File: src/hdl/cbq_pkg.sv
// cbq_pkg: shared types and constants for the call button qualifier
// holds the per-button state record, the request record and the result record
// no dependencies
package cbq_pkg;

  localparam int NUM_BUTTONS = 16;
  localparam int BtnIdxW     = 4;
  localparam int TimerW      = 6;
  localparam int SlotW       = (NUM_BUTTONS > 1) ? $clog2(NUM_BUTTONS) : 1;

  localparam logic [TimerW-1:0] TimerCap      = TimerW'(60);
  localparam logic [TimerW-1:0] RegisterTime  = TimerW'(10);
  localparam logic [TimerW-1:0] ReleaseStep   = TimerW'(2);
  localparam logic [TimerW-1:0] CancelTimeRst = TimerW'(30);

  typedef struct packed {
    logic [TimerW-1:0] timer;
    logic              hall;
    logic              last;
    logic              armed;
    logic              cancel;
    logic              first;
  } btn_state_t;

  typedef struct packed {
    logic pressed;
    logic cabin_call;
    logic clear_all;
    logic force_all_set;
    logic hall_set_req;
    logic hall_clear_req;
    logic cabin_clear_pending;
    logic blink_selected;
    logic blink_on;
  } btn_req_t;

  typedef struct packed {
    logic lamp;
    logic hall_call;
    logic cancel_request;
    logic first_cabin;
    logic still_on;
    logic cabin_clear_request;
  } btn_res_t;

endpackage

File: src/hdl/cbq_update.sv
// cbq_update: combinational next-state and result logic for one button
// takes the stored state of one button and one scan tick's request flags
// depends on cbq_pkg
module cbq_update (
  input  cbq_pkg::btn_state_t          state_i,
  input  cbq_pkg::btn_req_t            req_i,
  input  logic [cbq_pkg::TimerW-1:0]   cancel_time_i,
  output cbq_pkg::btn_state_t          state_o,
  output cbq_pkg::btn_res_t            res_o
);
  import cbq_pkg::*;

  logic force_set;
  logic clr_all;
  logic hset;
  logic hclr;
  logic cclr;
  logic hclr_left;
  logic cclr_left;
  logic still;
  logic cc_req;
  btn_state_t st;

  assign force_set = req_i.force_all_set;
  assign clr_all   = req_i.clear_all && !force_set;
  assign hset      = req_i.hall_set_req || force_set;
  assign hclr      = req_i.hall_clear_req && !force_set;
  assign cclr      = req_i.cabin_clear_pending && !force_set;

  always_comb begin
    st        = state_i;
    still     = 1'b0;
    cc_req    = 1'b0;
    hclr_left = 1'b0;
    cclr_left = 1'b0;

    // pending requests first
    if (clr_all) begin
      if (st.hall) begin
        still   = 1'b1;
        st.hall = 1'b0;
      end
      if (req_i.cabin_call) begin
        still  = 1'b1;
        cc_req = 1'b1;
      end
      hclr_left = hclr;
      cclr_left = cclr || req_i.cabin_call;
    end else begin
      if (hclr) begin
        st.hall = 1'b0;
      end else if (hset) begin
        st.hall   = 1'b1;
        st.cancel = 1'b0;
        st.armed  = 1'b0;
      end
      cclr_left = cclr && req_i.cabin_call;
    end

    // cabin-originated call
    if (req_i.cabin_call && !st.hall && !hclr_left && !cclr_left) begin
      st.first  = 1'b1;
      st.hall   = 1'b1;
      st.cancel = 1'b0;
    end
    if (!st.hall && !req_i.cabin_call) begin
      st.first = 1'b0;
    end
    if (!st.hall) begin
      st.cancel = 1'b0;
      st.armed  = 1'b0;
    end

    // press timer
    if (req_i.pressed) begin
      if (st.timer < TimerCap) begin
        st.timer = st.timer + TimerW'(1);
      end
      if (!st.hall && !st.last) begin
        if (st.timer > RegisterTime) begin
          st.hall = 1'b1;
          st.last = 1'b1;
        end
      end else if (!st.cancel && st.hall && st.armed) begin
        if (st.timer > cancel_time_i) begin
          st.cancel = 1'b1;
        end
      end
    end else begin
      if (st.timer > TimerW'(1)) begin
        st.timer = st.timer - ReleaseStep;
      end else begin
        if (st.hall) begin
          st.armed = 1'b1;
        end
        st.last = st.hall;
      end
    end
  end

  assign state_o = st;

  assign res_o.lamp                = st.hall && (!req_i.blink_selected || req_i.blink_on);
  assign res_o.hall_call           = st.hall;
  assign res_o.cancel_request      = st.cancel;
  assign res_o.first_cabin         = st.first;
  assign res_o.still_on            = still;
  assign res_o.cabin_clear_request = cc_req;

endmodule

File: src/hdl/call_button_qualifier_unit.sv
// call_button_qualifier_unit: top level of the hall call button qualifier
// holds per-button state, the input register and the result register
// depends on cbq_pkg and cbq_update
//
// usage:
//   input channel (in_valid_i / in_ready_o): one beat is one scan tick for the
//   button named by button_index_i, with its contact level and request flags
//   output channel (out_valid_o / out_ready_i): one result beat per input beat,
//   in order: lamp, hall call, cancel request, first cabin, still on, cabin clear
//   config channel (cfg_valid_i / cfg_ready_o): writes cancel_press_time, always
//   ready; write it only while no beat is in flight
// latency: result valid one cycle after the input accept edge (input register,
//   then the state update and result register in one cycle)
// throughput: one beat per cycle, set by the single-cycle read-modify-write of
//   the per-button state flops; back-to-back beats on one button are safe
//   because the state is written at the same edge the result is registered
// reset: all button state clears to zero, cancel_press_time returns to 30,
//   both stages empty
// stall: with out_ready_i low the result register holds; one more beat can sit
//   in the input register, after which in_ready_o drops
// a button index at or beyond the button count gives an all-zero result
module call_button_qualifier_unit (
  input  logic                        clk_i,
  input  logic                        rst_ni,

  input  logic                        cfg_valid_i,
  output logic                        cfg_ready_o,
  input  logic [cbq_pkg::TimerW-1:0]  cfg_data_i,

  input  logic                        in_valid_i,
  output logic                        in_ready_o,
  input  logic [cbq_pkg::BtnIdxW-1:0] button_index_i,
  input  logic                        pressed_i,
  input  logic                        cabin_call_i,
  input  logic                        clear_all_i,
  input  logic                        force_all_set_i,
  input  logic                        hall_set_req_i,
  input  logic                        hall_clear_req_i,
  input  logic                        cabin_clear_pending_i,
  input  logic                        blink_selected_i,
  input  logic                        blink_on_i,

  output logic                        out_valid_o,
  input  logic                        out_ready_i,
  output logic                        lamp_o,
  output logic                        hall_call_o,
  output logic                        cancel_request_o,
  output logic                        first_cabin_o,
  output logic                        still_on_o,
  output logic                        cabin_clear_request_o
);
  import cbq_pkg::*;

  logic [TimerW-1:0]  cancel_time_q;

  logic               s1_valid_q;
  logic [BtnIdxW-1:0] s1_idx_q;
  btn_req_t           s1_req_q;

  logic               out_valid_q;
  btn_res_t           res_q;

  btn_state_t         state_q [NUM_BUTTONS];

  logic               s1_adv;
  logic               in_range;
  logic [SlotW-1:0]   slot;
  btn_state_t         cur_state;
  btn_state_t         nxt_state;
  btn_res_t           nxt_res;

  assign cfg_ready_o = 1'b1;

  assign s1_adv     = s1_valid_q && (!out_valid_q || out_ready_i);
  assign in_ready_o = !s1_valid_q || s1_adv;
  assign in_range   = 32'(s1_idx_q) < NUM_BUTTONS;
  assign slot       = SlotW'(s1_idx_q);
  assign cur_state  = state_q[slot];

  cbq_update u_update (
    .state_i       (cur_state),
    .req_i         (s1_req_q),
    .cancel_time_i (cancel_time_q),
    .state_o       (nxt_state),
    .res_o         (nxt_res)
  );

  always_ff @(posedge clk_i or negedge rst_ni) begin
    if (!rst_ni) begin
      cancel_time_q <= CancelTimeRst;
    end else if (cfg_valid_i && cfg_ready_o) begin
      cancel_time_q <= cfg_data_i;
    end
  end

  always_ff @(posedge clk_i or negedge rst_ni) begin
    if (!rst_ni) begin
      s1_valid_q <= 1'b0;
    end else if (in_ready_o) begin
      s1_valid_q <= in_valid_i;
    end
  end

  always_ff @(posedge clk_i) begin
    if (in_valid_i && in_ready_o) begin
      s1_idx_q                     <= button_index_i;
      s1_req_q.pressed             <= pressed_i;
      s1_req_q.cabin_call          <= cabin_call_i;
      s1_req_q.clear_all           <= clear_all_i;
      s1_req_q.force_all_set       <= force_all_set_i;
      s1_req_q.hall_set_req        <= hall_set_req_i;
      s1_req_q.hall_clear_req      <= hall_clear_req_i;
      s1_req_q.cabin_clear_pending <= cabin_clear_pending_i;
      s1_req_q.blink_selected      <= blink_selected_i;
      s1_req_q.blink_on            <= blink_on_i;
    end
  end

  always_ff @(posedge clk_i or negedge rst_ni) begin
    if (!rst_ni) begin
      for (int i = 0; i < NUM_BUTTONS; i++) begin
        state_q[i] <= '0;
      end
    end else if (s1_adv && in_range) begin
      state_q[slot] <= nxt_state;
    end
  end

  always_ff @(posedge clk_i or negedge rst_ni) begin
    if (!rst_ni) begin
      out_valid_q <= 1'b0;
    end else if (s1_adv) begin
      out_valid_q <= 1'b1;
    end else if (out_ready_i) begin
      out_valid_q <= 1'b0;
    end
  end

  always_ff @(posedge clk_i) begin
    if (s1_adv) begin
      res_q <= in_range ? nxt_res : '0;
    end
  end

  assign out_valid_o           = out_valid_q;
  assign lamp_o                = res_q.lamp;
  assign hall_call_o           = res_q.hall_call;
  assign cancel_request_o      = res_q.cancel_request;
  assign first_cabin_o         = res_q.first_cabin;
  assign still_on_o            = res_q.still_on;
  assign cabin_clear_request_o = res_q.cabin_clear_request;

  a_timer_capped: assert property (@(posedge clk_i) disable iff (!rst_ni)
    s1_valid_q |-> (cur_state.timer <= TimerCap))
    else $error("press timer above cap");

  a_adv_fills_out: assert property (@(posedge clk_i) disable iff (!rst_ni)
    s1_adv |=> out_valid_o)
    else $error("advanced beat did not reach the result register");

  a_cancel_needs_call: assert property (@(posedge clk_i) disable iff (!rst_ni)
    (s1_adv && in_range) |-> (!nxt_state.cancel || nxt_state.hall))
    else $error("cancel flag set without a hall call");

  a_full_blocks_input: assert property (@(posedge clk_i) disable iff (!rst_ni)
    (out_valid_q && !out_ready_i && s1_valid_q) |-> !in_ready_o)
    else $error("input taken while both stages are stalled");

endmodule
File: config.mk
export PLATFORM = sky130hd
export DESIGN_NAME = call_button_qualifier_unit
export DESIGN_NICKNAME = d
export VERILOG_FILES = /design/src/hdl/cbq_pkg.sv /design/src/hdl/cbq_update.sv /design/src/hdl/call_button_qualifier_unit.sv
export SDC_FILE = /design/constraint.sdc
export NUM_CORES = 1
export LEC_CHECK = 0
export BUFFER_PORTS_ARGS = -buffer_cell sky130_fd_sc_hd__clkbuf_2
export CORE_ASPECT_RATIO = 0.9
export CORE_MARGIN = 1.5
export CORE_UTILIZATION = 67
export DETAILED_ROUTE_END_ITERATION = 7
export PLACE_DENSITY = 0.85
export SLEW_MARGIN = 20
export SYNTH_ARGS = -nofsm -noshare
export SYNTH_HDL_FRONTEND = slang
export SYNTH_SLANG_ARGS = --single-unit
File: constraint.sdc
create_clock -name clk_i -period 11.4 [get_ports clk_i]
set_input_delay 0.57 -clock clk_i [delete_from_list [all_inputs] [get_ports clk_i]]
set_output_delay 0.57 -clock clk_i [all_outputs]
set_load 0.01 [all_outputs]
Word-level counts from Yosys, hierarchy flattened
Index checks and enable logic that the tools add are counted.
- register bits after elaboration: 203
- output and inout bits: 9
- word-level logic and storage cells: 194
- $add $sub $neg: 2
- magnitude comparators: 6
- multiplexer cells: 38
- bitwise operators: 1
- reductions and logical operators: 32
- operator list (operator ; count):
    $bwmux 176 ; 1
    $bmux 11 s4 ; 1
    $demux 11 s4 ; 1
    $mux 11 ; 3
    $mux 6 ; 4
    $mux 1 ; 20
    $mux 2 ; 8
    $logic_and 1x1->1 ; 15
    $logic_not 1->1 ; 11
    $add 6x1->6 const B ; 1
    $gt 6x1->1 const B ; 1
    $gt 6x4->1 const B ; 1
    $gt 6x6->1 ; 1
    $lt 6x6->1 const B ; 1
    $sub 6x2->6 const B ; 1
    $ge 5x5->1 const B ; 1
    $logic_or 1x1->1 ; 5
    $lt 5x1->1 const B ; 1
    $not 4->5 ; 1
    $reduce_bool 2->1 ; 1

Logic depth before layout (Yosys ltp)
Gate-level depths: netlist (run 1).
- depth in word-level cells: 20
- depth in mapped cells: 18

Hierarchy
A second synthesis (run 1) with hierarchy kept.
- cells, all modules: 651
- area, all modules: 9641.7 um2
- modules (own cells, without submodules) (module ; instances ; cells each ; area each (um2) ; sequential area each (um2)):
    call_button_qualifier_unit ; 1 ; 542 ; 8867.3 ; 5180.0
    cbq_update ; 1 ; 109 ; 774.5 ; 0.0

Worst setup path after synthesis (run 1)
Ideal clock, no wire load.
- path kind: register to register
- from: register s1_idx_q[0]
- to: register state_q[144] (netlist name)
- arrival: 4.033 ns
- data required time: 11.334 ns
- path slack: 7.301 ns
- stages on the path, launching flop included: 17
- buffers on the path: 4
- path through: edfxtp_1 buf_6 buf_6 buf_6 mux4_2 mux4_2 ha_1 nand2_1 nor2_1 or3_4 ha_1 nand3_1 o21ai_0 nand4b_1 a21oi_1 buf_2 mux2_2
- RTL lines (what ; RTL line ; text):
    from (decl) ; call_button_qualifier_unit.sv:57 ; logic [BtnIdxW-1:0] s1_idx_q;
    from (signal assigned) ; call_button_qualifier_unit.sv:106 ; s1_idx_q <= button_index_i;
    to (signal, indexed assignment) ; call_button_qualifier_unit.sv:125 ; state_q[slot] <= nxt_state;
    to (decl) ; call_button_qualifier_unit.sv:63 ; btn_state_t state_q [NUM_BUTTONS];

Final worst setup path (run 1)
- from: register s1_idx_q[0]
- to: register state_q[56] (netlist name)
- cells in the longest elaborated chain, start to end: 20
- elaborated cells between the ends (all ways): 38
- ends and longest elaborated chain (what ; RTL line):
    $not 4->5 (not written as such) * ; call_button_qualifier_unit.sv:78, call_button_qualifier_unit.sv:125
    branches (longest 18 deep; another with $add 6x1->6) ; --
    $bwmux 176 * ; call_button_qualifier_unit.sv:125
Mark *: on every way between the ends. The select of a mux whose other input is x is not followed.
A chain may end at the register's enable or synchronous reset.

==> results of run 1 <==
## cell families after synthesis
family | after synthesis
DFF | 203
and+or+nand+nor | 182
muxes | 140
AOI/OAI and AO/OA | 138
buffers and inverters | 63
adders and majority gates | 11
xor gates and xnor gates | 6
other | 1
## power by group through the flow
stage | Combinational, mW | Clock (mW) | Sequential (mW)
floorplan | 0.632 | 0 | 1.05
global placement | 0.736 | 0 | 1.08
detailed placement | 0.777 | 0 | 1.10
CTS | 0.788 | 0.654 | 1.10
global route | 0.874 | 0.686 | 1.12
finish | 0.803 | 0.651 | 1.10
## routing by layer
layer | routed length (um) | track usage, % | vias up
met4 | 861 | 13.1 | 0
li1 | - | - | 2736
met1 | 9100 | 44.5 | 3255
met2 | 11100 | 51.6 | 365
met5 | 0 | 0 | -
met3 | 2050 | 6.64 | 76
## cell type report
class,instances,area (um2)
flip-flops and latches,203,5180
multi-input cells,478,4150
fillers,881,3460
clock buffers,26,554
repair buffers,50,315
well taps,193,241
clock inverters,12,90.1
inverters,16,62.6
## critical path, stage by stage, from the launching register on
cell,delay [ps]
edfxtp_1,320
buf_4,590
mux4_2,600
mux4_2,560
ha_1,250
nand2_1,140
nor2_1,60
or3_4,400
ha_1,290
nand3_1,80
o21ai_0,200
nand4b_1,150
a21oi_2,590
mux2_2,290
## final timing paths
check | end | slack [ps] | depth (start not counted)
min in group clk_i | s1_idx_q[0] | 240 | 1
max in group asynchronous | state_q[46] | 9970 | 2
worst max-delay path | state_q[56] | 6780 | 13
worst max register to register | state_q[56] | 6780 | 13
worst min register to register | state_q[171] | 500 | 2
worst min-delay path | state_q[23] | 170 | 1
## layout by cell type, fill, tap and decap left out, types with 12 or more instances in the layout
master	count
mux2_2	75
buf_4	17
clkbuf_2	30
clkbuf_16	21
nor2_1	107
o21ai_0	19
mux4_2	50
a21oi_2	12
edfxtp_1	19
a21oi_1	79
nand2_1	25
dfrtp_1	180
inv_1	15
## state kept, by name (all words and copies together) (netlist names), 4 cells and up
signal         count
cancel_time_q      6
s1_idx_q           4
s1_req_q           9
state_q          176
## stage by stage
stage               util (%)  setup WS, ps  cells
finish                  75.4          6780    978
global route            75.4          6510    978
CTS                     75.1          6440    977
detailed placement      70.5          6520    939
global placement        70.5          6720    939
floorplan                  -          7300    744
==> run_results.csv, run 1 <==
group,metric,value,unit
cts,postCtsHoldBufs,0,
floorplan,rows,41,
floorplan,dieArea,15100,um2
pwr,peakVddDrop,130,uV
logic_synthesis,synth-compound-area-share,8.98,%
pwr,comb_power_share,31.4,%
logic_synthesis,synth_area_leader_cell,"dfrtp_1",
global_route,grt_overflow,0,
finish,final_area,10600,um2
place,dp_hpwl,14.4,mm
worst_setup_path,cp.required,11830,ps
logic_synthesis,synthAdderAreaFrac,1.43,%
floorplan,die_y,117,um
logic_synthesis,asyncSetResetFlopFracSynth,90.6,%
drt,firstDrtPassIters,6,
global_route,antenna_found_initial,0,
logic_synthesis,synth_area_leaders,"dfrtp_1 (47%), mux4_2 (12%), mux2_2 (8.8%), edfxtp_1 (5.9%), a21oi_1 (4.2%)",
logic_synthesis,synth_cell_types,66,
finish,nNetsFinal,805,
cts,h-tree-depth,1,
logic_synthesis,ys_ff_latch,203,
drt,antenna_left,0,
cts,cts.repair.resized,0,
finish,drive_gt1_share,32.9,%
cts,post_cts_buffers,0,
timing,tightest_slew,954,ps
global_route,grt_usage,32.4,%
logic_synthesis,yosysMostFrequentCell,"dfrtp_1",
drt,drtIter0Drc,822,
logic_synthesis,muxShareOfSynthArea,22.8,%
timing,maxSlewViolCount,0,
timing,period_share,40.5,%
pwr,p_total,2.56,mW
place,placed_area,9920,um2
worst_setup_path,crit_path_start_kind,"flip-flop",
place,port_buffers,31,
logic_synthesis,syn-cell-area,9630,um2
logic_synthesis,yosysSeqAreaShare,53.8,%
pwr,power.internal,1.69,mW
finish,syn2layout_area_growth,9.99,%
logic_synthesis,ys.flop_type,"dfrtp_1",
timing,period_minus_slack,4620,ps
drt,wl_per_cell,23.6,um
cts,cts_buffers,21,
logic_synthesis,synth-xor-area-share,0.546,%
pwr,seqPwrFrac,43.2,%
finish,diodes,0,
floorplan,die_w,129,um
global_route,grt_max_degree,100,
drt,viasPerCell,6.58,
logic_synthesis,synth.avg_cell_area,12.9,um2
cts,clockBufferDepth,3,
timing,fmax,217,MHz
pwr,power_leakage,4.56,nW
logic_synthesis,synthSimpleGateAreaFrac,8.90,%
timing,tns,0,ps
logic_synthesis,yosysTopAreaCellShare,46.8,%
worst_setup_path,crit_fanout,40,
cts,cts_tree,"yes",
timing,rsz0062_at_grt,"no",
cts,clock_latency,510,ps
drt,wl,23.1,mm
drt,via_count,6432,
worst_setup_path,rr_startpoint,"s1_idx_q[0]",
floorplan,start_util,68.5,%
cts,cts.sinks,203,
worst_setup_path,crit_type,"reg -> reg",
flow_run,cap_violations,0,
timing,finalSetupViolCount,0,
timing,holdWs,166,ps
pwr,p_clk_share,25.5,%
timing,slew_headroom,36.2,%
worst_setup_path,critPathLaunch,"s1_idx_q[0]",
timing,worst_clock_skew,13.4,ps
logic_synthesis,synth_edf_count,19,
run_status,status,"finished clean",
floorplan,core,14100,um2
timing,hold_viol,0,
logic_synthesis,synth_top_family_by_area,"multiplexers",
logic_synthesis,synth_top_cells_by_count,"dfrtp_1 (180), nor2_1 (107), a21oi_1 (81)",
min_path,min_path_type,"in -> async",
place,gp_congestion,0.945,
global_route,grt_pass1_wl,36.5,mm
logic_synthesis,syn_inst,744,
worst_setup_path,cp.arrival,5050,ps
pwr,swShare,33.8,%
floorplan,ios,33,
cts,cts_root_buf,"clkbuf_16",
global_route,grt_pass1_vias,6635,
logic_synthesis,syn_nets,779,
pwr,p_per_area,241,nW/um2
worst_setup_path,end_kind,"flip-flop",
pwr,switching_power,0.864,mW
logic_synthesis,synth_warnings,0,
drt,drc,0,
cts,path_clk_slew,60,ps
Power figures use the tool's default switching activity.
==> run 2: changes to the inputs <==
--- a/config.mk
+++ b/config.mk
@@ -8,9 +8,9 @@
 export BUFFER_PORTS_ARGS = -buffer_cell sky130_fd_sc_hd__clkbuf_2
 export CORE_ASPECT_RATIO = 0.9
 export CORE_MARGIN = 1.5
-export CORE_UTILIZATION = 67
+export CORE_UTILIZATION = 56
 export DETAILED_ROUTE_END_ITERATION = 7
-export PLACE_DENSITY = 0.85
+export PLACE_DENSITY = 0.76
 export SLEW_MARGIN = 20
 export SYNTH_ARGS = -nofsm -noshare
 export SYNTH_HDL_FRONTEND = slang
==> constraint.sdc (replaced) <==
create_clock -name clk_i -period 4.1 [get_ports clk_i]
set_input_delay 0.205 -clock clk_i [delete_from_list [all_inputs] [get_ports clk_i]]
set_output_delay 0.205 -clock clk_i [all_outputs]
set_load 0.01 [all_outputs]
==> run_results.csv, run 2 (synthesized netlist as in run 1, its figures left out) <==
group,metric,value,unit
floorplan,die_w,141,um
floorplan,dieArea,18000,um2
cts,h-tree-depth,1,
pwr,power_leakage,4.91,nW
global_route,grt_overflow,0,
timing,maxSlewViolCount,0,
place,gp_congestion,0.882,
run_status,status,"finished clean",
cts,path_clk_slew,60,ps
pwr,switching_power,2.35,mW
finish,final_common_cell,"dfrtp_1",
floorplan,rows,45,
place,post-place-ws,-326,ps
global_route,grt_pass1_vias,6709,
pwr,peakVddDrop,352,uV
finish,drive_gt1_share,35.9,%
worst_setup_path,critPathLaunch,"s1_idx_q[0]",
pwr,swShare,32.2,%
timing,finalSetupViolCount,0,
pwr,power.internal,4.96,mW
pwr,p_clk_share,26.0,%
floorplan,core,16800,um2
drt,antenna_left,0,
floorplan,start_util,57.2,%
worst_setup_path,cp.required,4540,ps
pwr,p_per_area,649,nW/um2
finish,final_cells,1067,
drt,drc,0,
cts,clock_latency,500,ps
finish,reg_top3,"state_q (176), s1_req_q (9), cancel_time_q (6)",
finish,nNetsFinal,876,
global_route,antenna_found_initial,0,
worst_setup_path,path_cells,"buf_4 > mux4_2 > mux4_2 > ha_1 > nand2_1 > nor2_1 > or3_4 > ha_1 > nand3_1 > o21ai_0 > nand4b_1 > a21oi_4 > mux2_2",
timing,period_minus_slack,3830,ps
timing,rsz0062_at_grt,"no",
worst_setup_path,cp.arrival,4270,ps
finish,fillCellCount,1146,
min_path,whs_path_depth,2,
place,placed_cells,1002,
pwr,p_total,7.31,mW
flow_run,cap_violations,0,
drt,wl_per_cell,21.4,um
worst_setup_path,rr_worst_depth,13,
timing,tightest_slew,966,ps
finish,diodes,0,
worst_setup_path,r2r-end,"state_q[23]",
cts,cts_tree,"yes",
timing,finalWorstSetupSlack,268,ps
finish,syn2layout_area_growth,16.9,%
drt,viasPerCell,6.06,
worst_setup_path,crit_path_start_kind,"flip-flop",
worst_setup_path,slowest_stage,"mux4_2",
worst_setup_path,crit_type,"reg -> reg",
worst_setup_path,end_kind,"flip-flop",
drt,firstDrtPassIters,5,
finish,register_area,5180,um2
global_route,grt_pass1_wl,37.1,mm
place,port_buffers,31,
finish,largest_reg_flops,176,
drt,wl,22.9,mm
timing,worst_clock_skew,9.43,ps
drt,via_count,6469,
finish,final_cell_mix,"dfrtp_1 (180), nor2_1 (107), a21oi_1 (79), mux2_2 (75), buf_4 (64)",
floorplan,ios,33,
cts,clockBufferDepth,3,
min_path,min_path_type,"in -> reg",
global_route,grt_usage,26.8,%
finish,fin_util,66.9,%
cts,cts.sinks,203,
worst_setup_path,crit_fanout,17,
worst_setup_path,crit_path_max_incr_delay,560,ps
global_route,grt_max_degree,106,
pwr,seqPwrFrac,41.7,%
worst_setup_path,worstSetupEndpoint,"state_q[23]",
worst_setup_path,rr_startpoint,"s1_idx_q[0]",
timing,slew_headroom,35.6,%
finish,largest-register,"state_q",
place,dp_hpwl,15.5,mm
worst_setup_path,rrSetupSlack,270,ps
pwr,comb_power_share,32.3,%
timing,period_share,93.5,%
drt,drtIter0Drc,598,
timing,hold_viol,0,
cts,cts_root_buf,"clkbuf_16",
cts,cts_buffers,22,
timing,fmax,261,MHz
floorplan,die_y,127,um
finish,multi_input_area,4150,um2
timing,holdWs,12.6,ps
==> run 2: cell types whose count changed in the layout (fill, tap and decap cells not counted), sizes merged <==
cell         change
dlygate4sd3     +24
clkbuf           +5
inv              -1
buf             +46
clkinv           -3
==> run 2: stage by stage <==
stage	TNS, ps	instance area [um2]
3_5_place_dp	-5170	10300
6_report	0	11300
5_1_grt	0	11300
2_1_floorplan	0	9630
3_3_place_gp	-1070	10300
4_1_cts	0	11200
==> run 2: cell type report <==
class / count / share of cell area (%)
Sequential cell: 203 / 46.0
Clock inverter: 8 / 0.700
Inverter: 16 / 0.555
Multi-Input combinational cell: 478 / 36.9
Clock buffer: 31 / 5.54
Timing Repair Buffer: 120 / 8.01
Tap cell: 211 / 2.34
==> run 2: worst min path at each step <==
stage                 from               end  slack (ps)
2_1_floorplan       rst_ni  cancel_time_q[0]         -90
3_3_place_gp        rst_ni      state_q[166]         360
3_5_place_dp    blink_on_i       s1_req_q[0]         380
4_1_cts        cfg_valid_i  cancel_time_q[3]           9
5_1_grt        cfg_valid_i  cancel_time_q[3]          70
6_report       cfg_valid_i  cancel_time_q[3]          10
==> run 2: power groups by stage <==
| stage | Sequential (mW) | Clock [mW] | Combinational [mW] |
|---|---|---|---|
| after detailed placement | 3.06 | 0 | 2.31 |
| after global routing | 3.11 | 2.01 | 2.60 |
| final | 3.05 | 1.91 | 2.36 |
| after global placement | 3.02 | 0 | 2.23 |
| after CTS | 3.03 | 1.93 | 2.35 |
| after floorplan | 2.92 | 0 | 1.76 |
==> run 2: layer usage <==
layer / global-route usage, % / wire (um) / part of all wire, %
met1: 36.7 / 9670 / 42
met2: 42.9 / 10800 / 47
met3: 6.00 / 1590 / 6.9
met4: 9.44 / 788 / 3.4
met5: 0 / 0 / 0
==> run 2: what timing repair did <==
item                                   4_1_cts  5_1_grt
setup endpoints to repair                   17       17
buffers inserted                             0        2
hold buffers                                24        0
gates resized for setup                      2        0
endpoints found under the hold margin      120        0
==> run 2: worst max-delay path, delay by kind of cell, from the launching register on <==
kind,cells,cell delay [ps]
compound gates,2,590
buf+inv,1,180
fa+ha+maj,2,530
simple gates,5,780
flops,1,360
mux,3,1320
